### src/rtl/wfs_pkg.sv
`timescale 1ns / 1ps
// ----------------------------------------------------------------------------
// wfs_pkg
// Shared constants, types and control structs for the winnowing selector.
// ----------------------------------------------------------------------------
package wfs_pkg;

    localparam int WINDOW_MAX = 8;
    localparam int AGE_W      = (WINDOW_MAX > 1) ? $clog2(WINDOW_MAX) : 1;
    localparam int POS_W      = $clog2(WINDOW_MAX + 1);
    localparam int HASH_W     = 63;
    localparam int LINE_W     = 16;
    localparam int CNT_W      = 16;
    localparam int WSZ_W      = 4;

    localparam logic [WSZ_W-1:0] WSZ_RESET = 4'd4;
    localparam logic [CNT_W-1:0] CNT_MAX   = '1;

    typedef enum logic [1:0] {
        ST_IDLE,
        ST_DECIDE,
        ST_SCAN,
        ST_EMIT
    } wfs_state_t;

    typedef struct packed {
        logic load;
        logic scan_load;
        logic scan_step;
        logic take_new;
        logic emit_load;
        logic finish;
    } wfs_cmd_t;

    typedef struct packed {
        logic need_scan;
        logic take_new;
        logic scan_done;
        logic out_free;
    } wfs_stat_t;

endpackage

### src/rtl/wfs_dpath.sv
`timescale 1ns / 1ps
// ----------------------------------------------------------------------------
// wfs_dpath
// Window shift register, running minimum, serial rescan unit, counters and
// output register.
// ----------------------------------------------------------------------------
module wfs_dpath (
    input  logic                      aclk,
    input  logic                      aresetn,
    input  wfs_pkg::wfs_cmd_t         cmd,
    output wfs_pkg::wfs_stat_t        stat,
    input  logic                      cfg_we,
    input  logic [wfs_pkg::WSZ_W-1:0] cfg_wdata,
    input  logic [wfs_pkg::HASH_W-1:0] s_hash_value,
    input  logic [wfs_pkg::LINE_W-1:0] s_start_line,
    input  logic [wfs_pkg::LINE_W-1:0] s_end_line,
    input  logic                      s_stream_end,
    output logic                      m_valid,
    input  logic                      m_ready,
    output logic [wfs_pkg::HASH_W-1:0] m_picked_hash,
    output logic [wfs_pkg::LINE_W-1:0] m_picked_start_line,
    output logic [wfs_pkg::LINE_W-1:0] m_picked_end_line,
    output logic [wfs_pkg::CNT_W-1:0]  m_selection_count
);
    import wfs_pkg::*;

    logic [HASH_W-1:0] hash_reg [WINDOW_MAX];
    logic [LINE_W-1:0] sl_reg   [WINDOW_MAX];
    logic [LINE_W-1:0] el_reg   [WINDOW_MAX];

    logic [WSZ_W-1:0]  wsize_reg;
    logic              last_reg;
    logic [CNT_W-1:0]  seen_reg;
    logic              pos_valid_reg;
    logic [POS_W-1:0]  pos_reg;
    logic [CNT_W-1:0]  total_reg;
    logic [HASH_W-1:0] min_hash_reg;
    logic [LINE_W-1:0] min_sl_reg;
    logic [LINE_W-1:0] min_el_reg;
    logic [AGE_W-1:0]  idx_reg;
    logic              first_reg;

    logic              m_valid_reg;
    logic [HASH_W-1:0] out_hash_reg;
    logic [LINE_W-1:0] out_sl_reg;
    logic [LINE_W-1:0] out_el_reg;
    logic [CNT_W-1:0]  out_cnt_reg;

    logic [POS_W-1:0]  eff_win;
    logic              full;
    logic [POS_W-1:0]  scan_cnt;
    logic [CNT_W-1:0]  total_next;
    logic [POS_W-1:0]  pos_inc;
    logic              scan_take;

    always_comb begin
        if (wsize_reg == '0) begin
            eff_win = POS_W'(1);
        end else if (32'(wsize_reg) > WINDOW_MAX) begin
            eff_win = POS_W'(WINDOW_MAX);
        end else begin
            eff_win = POS_W'(wsize_reg);
        end
    end

    assign full     = seen_reg >= CNT_W'(eff_win);
    assign scan_cnt = full ? eff_win : seen_reg[POS_W-1:0];
    assign pos_inc  = (32'(pos_reg) >= WINDOW_MAX) ? POS_W'(WINDOW_MAX) : pos_reg + 1'b1;
    assign total_next = (total_reg == CNT_MAX) ? total_reg : total_reg + 1'b1;
    assign scan_take  = first_reg || (hash_reg[idx_reg] < min_hash_reg);

    always_comb begin
        stat.need_scan = full ? (!pos_valid_reg || pos_reg >= eff_win) : last_reg;
        stat.take_new  = full && pos_valid_reg && (pos_reg < eff_win) &&
                         (hash_reg[0] <= min_hash_reg);
        stat.scan_done = idx_reg == '0;
        stat.out_free  = !m_valid_reg || m_ready;
    end

    // window storage, no reset
    always_ff @(posedge aclk) begin
        if (cmd.load) begin
            for (int a = WINDOW_MAX - 1; a > 0; a--) begin
                hash_reg[a] <= hash_reg[a-1];
                sl_reg[a]   <= sl_reg[a-1];
                el_reg[a]   <= el_reg[a-1];
            end
            hash_reg[0] <= s_hash_value;
            sl_reg[0]   <= s_start_line;
            el_reg[0]   <= s_end_line;
        end
    end

    // minimum payload and output payload
    always_ff @(posedge aclk) begin
        if (cmd.load) begin
            last_reg <= s_stream_end;
        end
        if (cmd.scan_load) begin
            idx_reg   <= AGE_W'(scan_cnt - 1'b1);
            first_reg <= 1'b1;
        end
        if (cmd.scan_step) begin
            first_reg <= 1'b0;
            idx_reg   <= idx_reg - 1'b1;
            if (scan_take) begin
                min_hash_reg <= hash_reg[idx_reg];
                min_sl_reg   <= sl_reg[idx_reg];
                min_el_reg   <= el_reg[idx_reg];
            end
        end
        if (cmd.take_new) begin
            min_hash_reg <= hash_reg[0];
            min_sl_reg   <= sl_reg[0];
            min_el_reg   <= el_reg[0];
        end
        if (cmd.emit_load) begin
            out_hash_reg <= min_hash_reg;
            out_sl_reg   <= min_sl_reg;
            out_el_reg   <= min_el_reg;
            out_cnt_reg  <= total_next;
        end
    end

    // control state
    always_ff @(posedge aclk) begin
        if (!aresetn) begin
            wsize_reg     <= WSZ_RESET;
            seen_reg      <= '0;
            pos_valid_reg <= 1'b0;
            pos_reg       <= '0;
            total_reg     <= '0;
            m_valid_reg   <= 1'b0;
        end else begin
            if (cfg_we) begin
                wsize_reg <= cfg_wdata;
            end
            if (cmd.emit_load) begin
                m_valid_reg <= 1'b1;
            end else if (m_valid_reg && m_ready) begin
                m_valid_reg <= 1'b0;
            end
            if (cmd.load) begin
                if (seen_reg != CNT_MAX) begin
                    seen_reg <= seen_reg + 1'b1;
                end
                if (pos_valid_reg) begin
                    pos_reg <= pos_inc;
                end
            end
            if (cmd.scan_step && scan_take) begin
                pos_valid_reg <= 1'b1;
                pos_reg       <= POS_W'(idx_reg);
            end
            if (cmd.take_new) begin
                pos_valid_reg <= 1'b1;
                pos_reg       <= '0;
            end
            // end of stream: back to an empty stream
            if (cmd.finish && last_reg) begin
                seen_reg      <= '0;
                pos_valid_reg <= 1'b0;
                total_reg     <= '0;
            end else if (cmd.emit_load) begin
                total_reg <= total_next;
            end
        end
    end

    assign m_valid             = m_valid_reg;
    assign m_picked_hash       = out_hash_reg;
    assign m_picked_start_line = out_sl_reg;
    assign m_picked_end_line   = out_el_reg;
    assign m_selection_count   = out_cnt_reg;

endmodule

### src/rtl/wfs_ctrl.sv
`timescale 1ns / 1ps
// ----------------------------------------------------------------------------
// wfs_ctrl
// Sequencer: take item, decide, rescan window, emit selection.
// ----------------------------------------------------------------------------
module wfs_ctrl (
    input  logic               aclk,
    input  logic               aresetn,
    input  logic               s_valid,
    output logic               s_ready,
    input  wfs_pkg::wfs_stat_t stat,
    output wfs_pkg::wfs_cmd_t  cmd
);
    import wfs_pkg::*;

    wfs_state_t state_reg;
    wfs_state_t state_next;

    always_ff @(posedge aclk) begin
        if (!aresetn) begin
            state_reg <= ST_IDLE;
        end else begin
            state_reg <= state_next;
        end
    end

    always_comb begin
        state_next = state_reg;
        case (state_reg)
            ST_IDLE: begin
                if (s_valid) begin
                    state_next = ST_DECIDE;
                end
            end
            ST_DECIDE: begin
                if (stat.need_scan) begin
                    state_next = ST_SCAN;
                end else if (stat.take_new) begin
                    state_next = ST_EMIT;
                end else begin
                    state_next = ST_IDLE;
                end
            end
            ST_SCAN: begin
                if (stat.scan_done) begin
                    state_next = ST_EMIT;
                end
            end
            ST_EMIT: begin
                if (stat.out_free) begin
                    state_next = ST_IDLE;
                end
            end
            default: state_next = ST_IDLE;
        endcase
    end

    always_comb begin
        cmd     = '0;
        s_ready = 1'b0;
        case (state_reg)
            ST_IDLE: begin
                s_ready  = 1'b1;
                cmd.load = s_valid;
            end
            ST_DECIDE: begin
                if (stat.need_scan) begin
                    cmd.scan_load = 1'b1;
                end else if (stat.take_new) begin
                    cmd.take_new = 1'b1;
                end else begin
                    cmd.finish = 1'b1;
                end
            end
            ST_SCAN: begin
                cmd.scan_step = 1'b1;
            end
            ST_EMIT: begin
                cmd.emit_load = stat.out_free;
                cmd.finish    = stat.out_free;
            end
            default: ;
        endcase
    end

endmodule

### src/rtl/winnowing_fingerprint_select.sv
`timescale 1ns / 1ps
// ----------------------------------------------------------------------------
// winnowing_fingerprint_select
// Winnowing fingerprint selection over a sliding window of k-gram hashes.
// ----------------------------------------------------------------------------
//   channel | ports                      | direction | handshake
//   s_      | hash, start/end line, end  | in        | s_valid / s_ready
//   m_      | hash, line range, count    | out       | m_valid / m_ready
//   cfg_    | window size                | in        | cfg_we, no wait
//
// One item at a time: load, then decide; then an emit step when the new hash
// takes the minimum, or a rescan of at most 8 window entries and then the emit
// step; the rescan compares one entry per cycle.
// Reset (aresetn, synchronous) empties the stream; window size returns to 4.
// A held result stalls the emit step, and no new item enters until that step is done.
// ----------------------------------------------------------------------------
module winnowing_fingerprint_select (
    input  logic                        aclk,
    input  logic                        aresetn,
    input  logic                        cfg_we,
    input  logic [wfs_pkg::WSZ_W-1:0]   cfg_wdata,
    input  logic                        s_valid,
    output logic                        s_ready,
    input  logic [wfs_pkg::HASH_W-1:0]  s_hash_value,
    input  logic [wfs_pkg::LINE_W-1:0]  s_start_line,
    input  logic [wfs_pkg::LINE_W-1:0]  s_end_line,
    input  logic                        s_stream_end,
    output logic                        m_valid,
    input  logic                        m_ready,
    output logic [wfs_pkg::HASH_W-1:0]  m_picked_hash,
    output logic [wfs_pkg::LINE_W-1:0]  m_picked_start_line,
    output logic [wfs_pkg::LINE_W-1:0]  m_picked_end_line,
    output logic [wfs_pkg::CNT_W-1:0]   m_selection_count
);
    import wfs_pkg::*;

    wfs_cmd_t  cmd;
    wfs_stat_t stat;

    wfs_ctrl u_ctrl (
        .aclk    (aclk),
        .aresetn (aresetn),
        .s_valid (s_valid),
        .s_ready (s_ready),
        .stat    (stat),
        .cmd     (cmd)
    );

    wfs_dpath u_dpath (
        .aclk                (aclk),
        .aresetn             (aresetn),
        .cmd                 (cmd),
        .stat                (stat),
        .cfg_we              (cfg_we),
        .cfg_wdata           (cfg_wdata),
        .s_hash_value        (s_hash_value),
        .s_start_line        (s_start_line),
        .s_end_line          (s_end_line),
        .s_stream_end        (s_stream_end),
        .m_valid             (m_valid),
        .m_ready             (m_ready),
        .m_picked_hash       (m_picked_hash),
        .m_picked_start_line (m_picked_start_line),
        .m_picked_end_line   (m_picked_end_line),
        .m_selection_count   (m_selection_count)
    );

`ifndef NO_ASSERTIONS
    a_count_nonzero: assert property (@(posedge aclk) disable iff (!aresetn)
        m_valid |-> m_selection_count != '0)
        else $error("selection with zero count");

    a_one_item_at_a_time: assert property (@(posedge aclk) disable iff (!aresetn)
        (s_valid && s_ready) |=> !s_ready)
        else $error("item taken while busy");

    a_emit_only_when_free: assert property (@(posedge aclk) disable iff (!aresetn)
        cmd.emit_load |-> (!m_valid || m_ready))
        else $error("result overwritten");
`endif

endmodule

### config.mk
export PLATFORM = sky130hd
export DESIGN_NAME = winnowing_fingerprint_select
export DESIGN_NICKNAME = d
export VERILOG_FILES = /design/src/rtl/wfs_pkg.sv /design/src/rtl/wfs_dpath.sv /design/src/rtl/wfs_ctrl.sv /design/src/rtl/winnowing_fingerprint_select.sv
export SDC_FILE = /design/constraint.sdc
export NUM_CORES = 1
export LEC_CHECK = 0
export BUFFER_PORTS_ARGS = -buffer_cell sky130_fd_sc_hd__buf_2
export CORE_ASPECT_RATIO = 1.4
export CORE_MARGIN = 10
export CORE_UTILIZATION = 35
export DETAILED_ROUTE_END_ITERATION = 12
export PLACE_DENSITY = 0.51
export SYNTH_ARGS = -nofsm -noshare
export SYNTH_HDL_FRONTEND = slang
export SYNTH_HIERARCHICAL = 1
export SYNTH_SLANG_ARGS = --single-unit
### constraint.sdc
create_clock -name aclk -period 22.9 [get_ports aclk]
set_clock_uncertainty 0.2 [all_clocks]
set_input_delay 1.145 -clock aclk [delete_from_list [all_inputs] [get_ports aclk]]
set_output_delay 1.145 -clock aclk [all_outputs]
set_load 0.02 [all_outputs]
==> metrics.yaml <==
die_h_um: 427
routed-wl-met2_um: 44400
timing.final.hold_violations: 0
tritoncts: "built"
rows: 149
cts_made_buffers: 105
synth_flop_cell: "edfxtp_1"
avgSynthCellArea_um2: 19.2
slew_headroom: 0.196
ctsResizeCount: 0
crit_slowest_cell: "buf_4"
setup_viol: 0
area_growth_syn_to_layout_pct: 15.5
initial_core_util: 0.352
tightest_slew_ps: 1210
max_cap_viol_count: 0
power.leakage_nw: 16.6
hp-class: "register to register"
fill_cells: 10557
rsz0062_at_grt: "false"
path_clk_slew_ps: 60
grt_max_degree: 94
finalCritPeriodShare: 0.331
cp.arrival_ps: 7670
drtIter0Drc: 1406
io_pins: 218
whs_path_depth: 0
vias: 20630
grt_pass1_wl_um: 143000
core_area_um2: 118000
clock.fmax_mhz: 132
wl_met1_um: 40600
synth-seq-area-share: 0.727
place.gp.congestion: 0.782
grt_pass1_vias: 22357
slowest_delay_ps: 880
dpl.hpwl_um: 57900
grt-ovfl-total: 0
min-delay-start: "u_dpath/min_sl_reg[11]"
wl_per_cell_um: 22.6
async_flop_share: 0
critPathRequiredTime_ps: 22980
io_buffers: 217
min_to: "u_dpath/m_picked_start_line[11]"
ir_drop_mv: 0.0793
synth-seq-cells: 1018
die_width_um: 311
top_layer: "met5"
reg2reg_slack_ps: 15310
clock-sinks: 1018
rr_worst_depth: 13
path_class: "register to register"
utilization: 0.406
nets: 2671
drcViolationCount: 0
root_buffer: "clkbuf_16"
netlist_area_um2: 41400
ant_nets: 0
drv_slew: 0
cp_max_fo: 55
die_area_um2: 133000
yosysWarnings: 6
cpMostUsedCell: "buf_4"
largest_reg_flops: 504
antenna_found_initial: 10
clock_latency_ps: 690
holdBufCountCts: 0
routed_wl_um: 92700
syn_inst: 2160
syn_nets: 2403
clockBufferDepth: 3
synth_edf_count: 970
endpoint_kind: "register"
crit_chain: "buf_4 > buf_4 > mux4_2 > mux2_2 > ha_1 > a21oi_1 > o21ai_0 > a221oi_1 > o2111ai_1 > o21ai_2 > nand2_2 > nand2b_4 > buf_4"
first_pass_iters: 5
outcome: "finished, final reports clean"
p_per_area_nw_per_um2: 108
cts_setup_buffers: 0
finalSetupTns_ps: 0
viasPerCell: 5.03
grt_usage: 0.138
wl_met3_um: 4910
drive_gt1_frac: 0.288
reg2reg_to: "u_dpath/min_hash_reg[28]"
ys_types: 60
worstSetupStartpointType: "register"
htree_levels: 3
fin_crit_ps: 7590
[critical path, delay by kind of cell, from the launching register on]
kind	cells	cell delay (ps)
buffers and inverters	3	2540
AOI/OAI and AO/OA	5	1520
muxes	2	880
DFF	1	870
and+or+nand+nor	2	750
adders and majority gates	1	300
[per-stage QoR]
stage	power (mW)	hold WS [ps]	cells	instance area (um^2)	worst slack (ps)
2_1_floorplan	3.28	200	2160	41400	146
6_report	5.15	219	4105	47800	15310
3_5_place_dp	3.48	205	3906	44300	15030
5_1_grt	5.43	228	4104	47800	14710
3_3_place_gp	3.45	206	3906	44300	15100
4_1_cts	5.25	219	4104	47800	15000
[how the worst max path moves through the flow]
stage	start	to	cells past startpoint
finish	register	u_dpath/min_hash_reg[28]	13
global route	register	u_dpath/min_hash_reg[28]	13
CTS	register	u_dpath/min_hash_reg[28]	13
detailed placement	register	u_dpath/min_hash_reg[25]	13
global placement	register	u_dpath/min_hash_reg[25]	13
floorplan	s_valid	u_dpath/seen_reg[15]	6
[cell families after synthesis]
| family | synth area share |
|---|---|
| AOI/OAI and AO/OA | 0.0263 |
| xor gates and xnor gates | 0.00719 |
| adders and majority gates | 0.0417 |
| buffers and inverters | 0.0155 |
| DFF | 0.727 |
| muxes | 0.150 |
| and+or+nand+nor | 0.0326 |
[cell usage in the layout (no fill, tap or decap), types with 50 or more instances in the layout]
cell type and count:
a21oi_1 50, buf_2 217, clkbuf_16 107, edfxtp_1 970, ha_1 138, inv_1 78, mux2_2 129, mux4_2 190
nand2_1 85, nor2_1 60
[Yosys cell counts, drive strengths merged (8+ instances only)]
master	n	area [um^2]
nand3	23	115
a21oi	50	250
nor3	10	50.1
nand2b	8	50.1
nand4	39	244
nor2	60	225
ha	138	1730
o21ai	50	254
nand2	86	325
inv	78	293
xor2	20	175
mux4	190	4280
xnor2	14	123
clkbuf	48	180
nor2b	10	62.6
dfxtp	48	961
a21o	22	165
mux2	130	1460
mux2i	47	470
edfxtp	970	29100
buf	32	169
[layout make-up]
| cell class | count | area, um^2 | area share |
|---|---|---|---|
| diodes | 1 | 2.50 | 0.0000523 |
| clock buffers | 130 | 2760 | 0.0578 |
| clock inverters | 68 | 709 | 0.0148 |
| inverters | 78 | 293 | 0.00612 |
| multi-input cells | 984 | 10700 | 0.224 |
| flip-flops and latches | 1018 | 30100 | 0.630 |
| well taps | 1585 | 1980 | 0.0415 |
| repair buffers | 241 | 1270 | 0.0265 |
[power breakdown]
part | internal, mW | switching [mW] | total (mW) | leakage (nW)
combinational | 0.456 | 0.496 | 0.952 | 5.35
clock | 1.00 | 0.726 | 1.73 | 1.67
sequential | 2.33 | 0.138 | 2.47 | 9.55
total | 3.79 | 1.36 | 5.15 | 16.6
[metal layers]
layer  GRT usage  vias to the layer above
li1            -                     9273
met1       0.184                    10698
met2       0.223                      513
met3      0.0280                      140
met4      0.0531                        6
met5           0                        -
No activity file was read; power rests on OpenSTA's default activity.
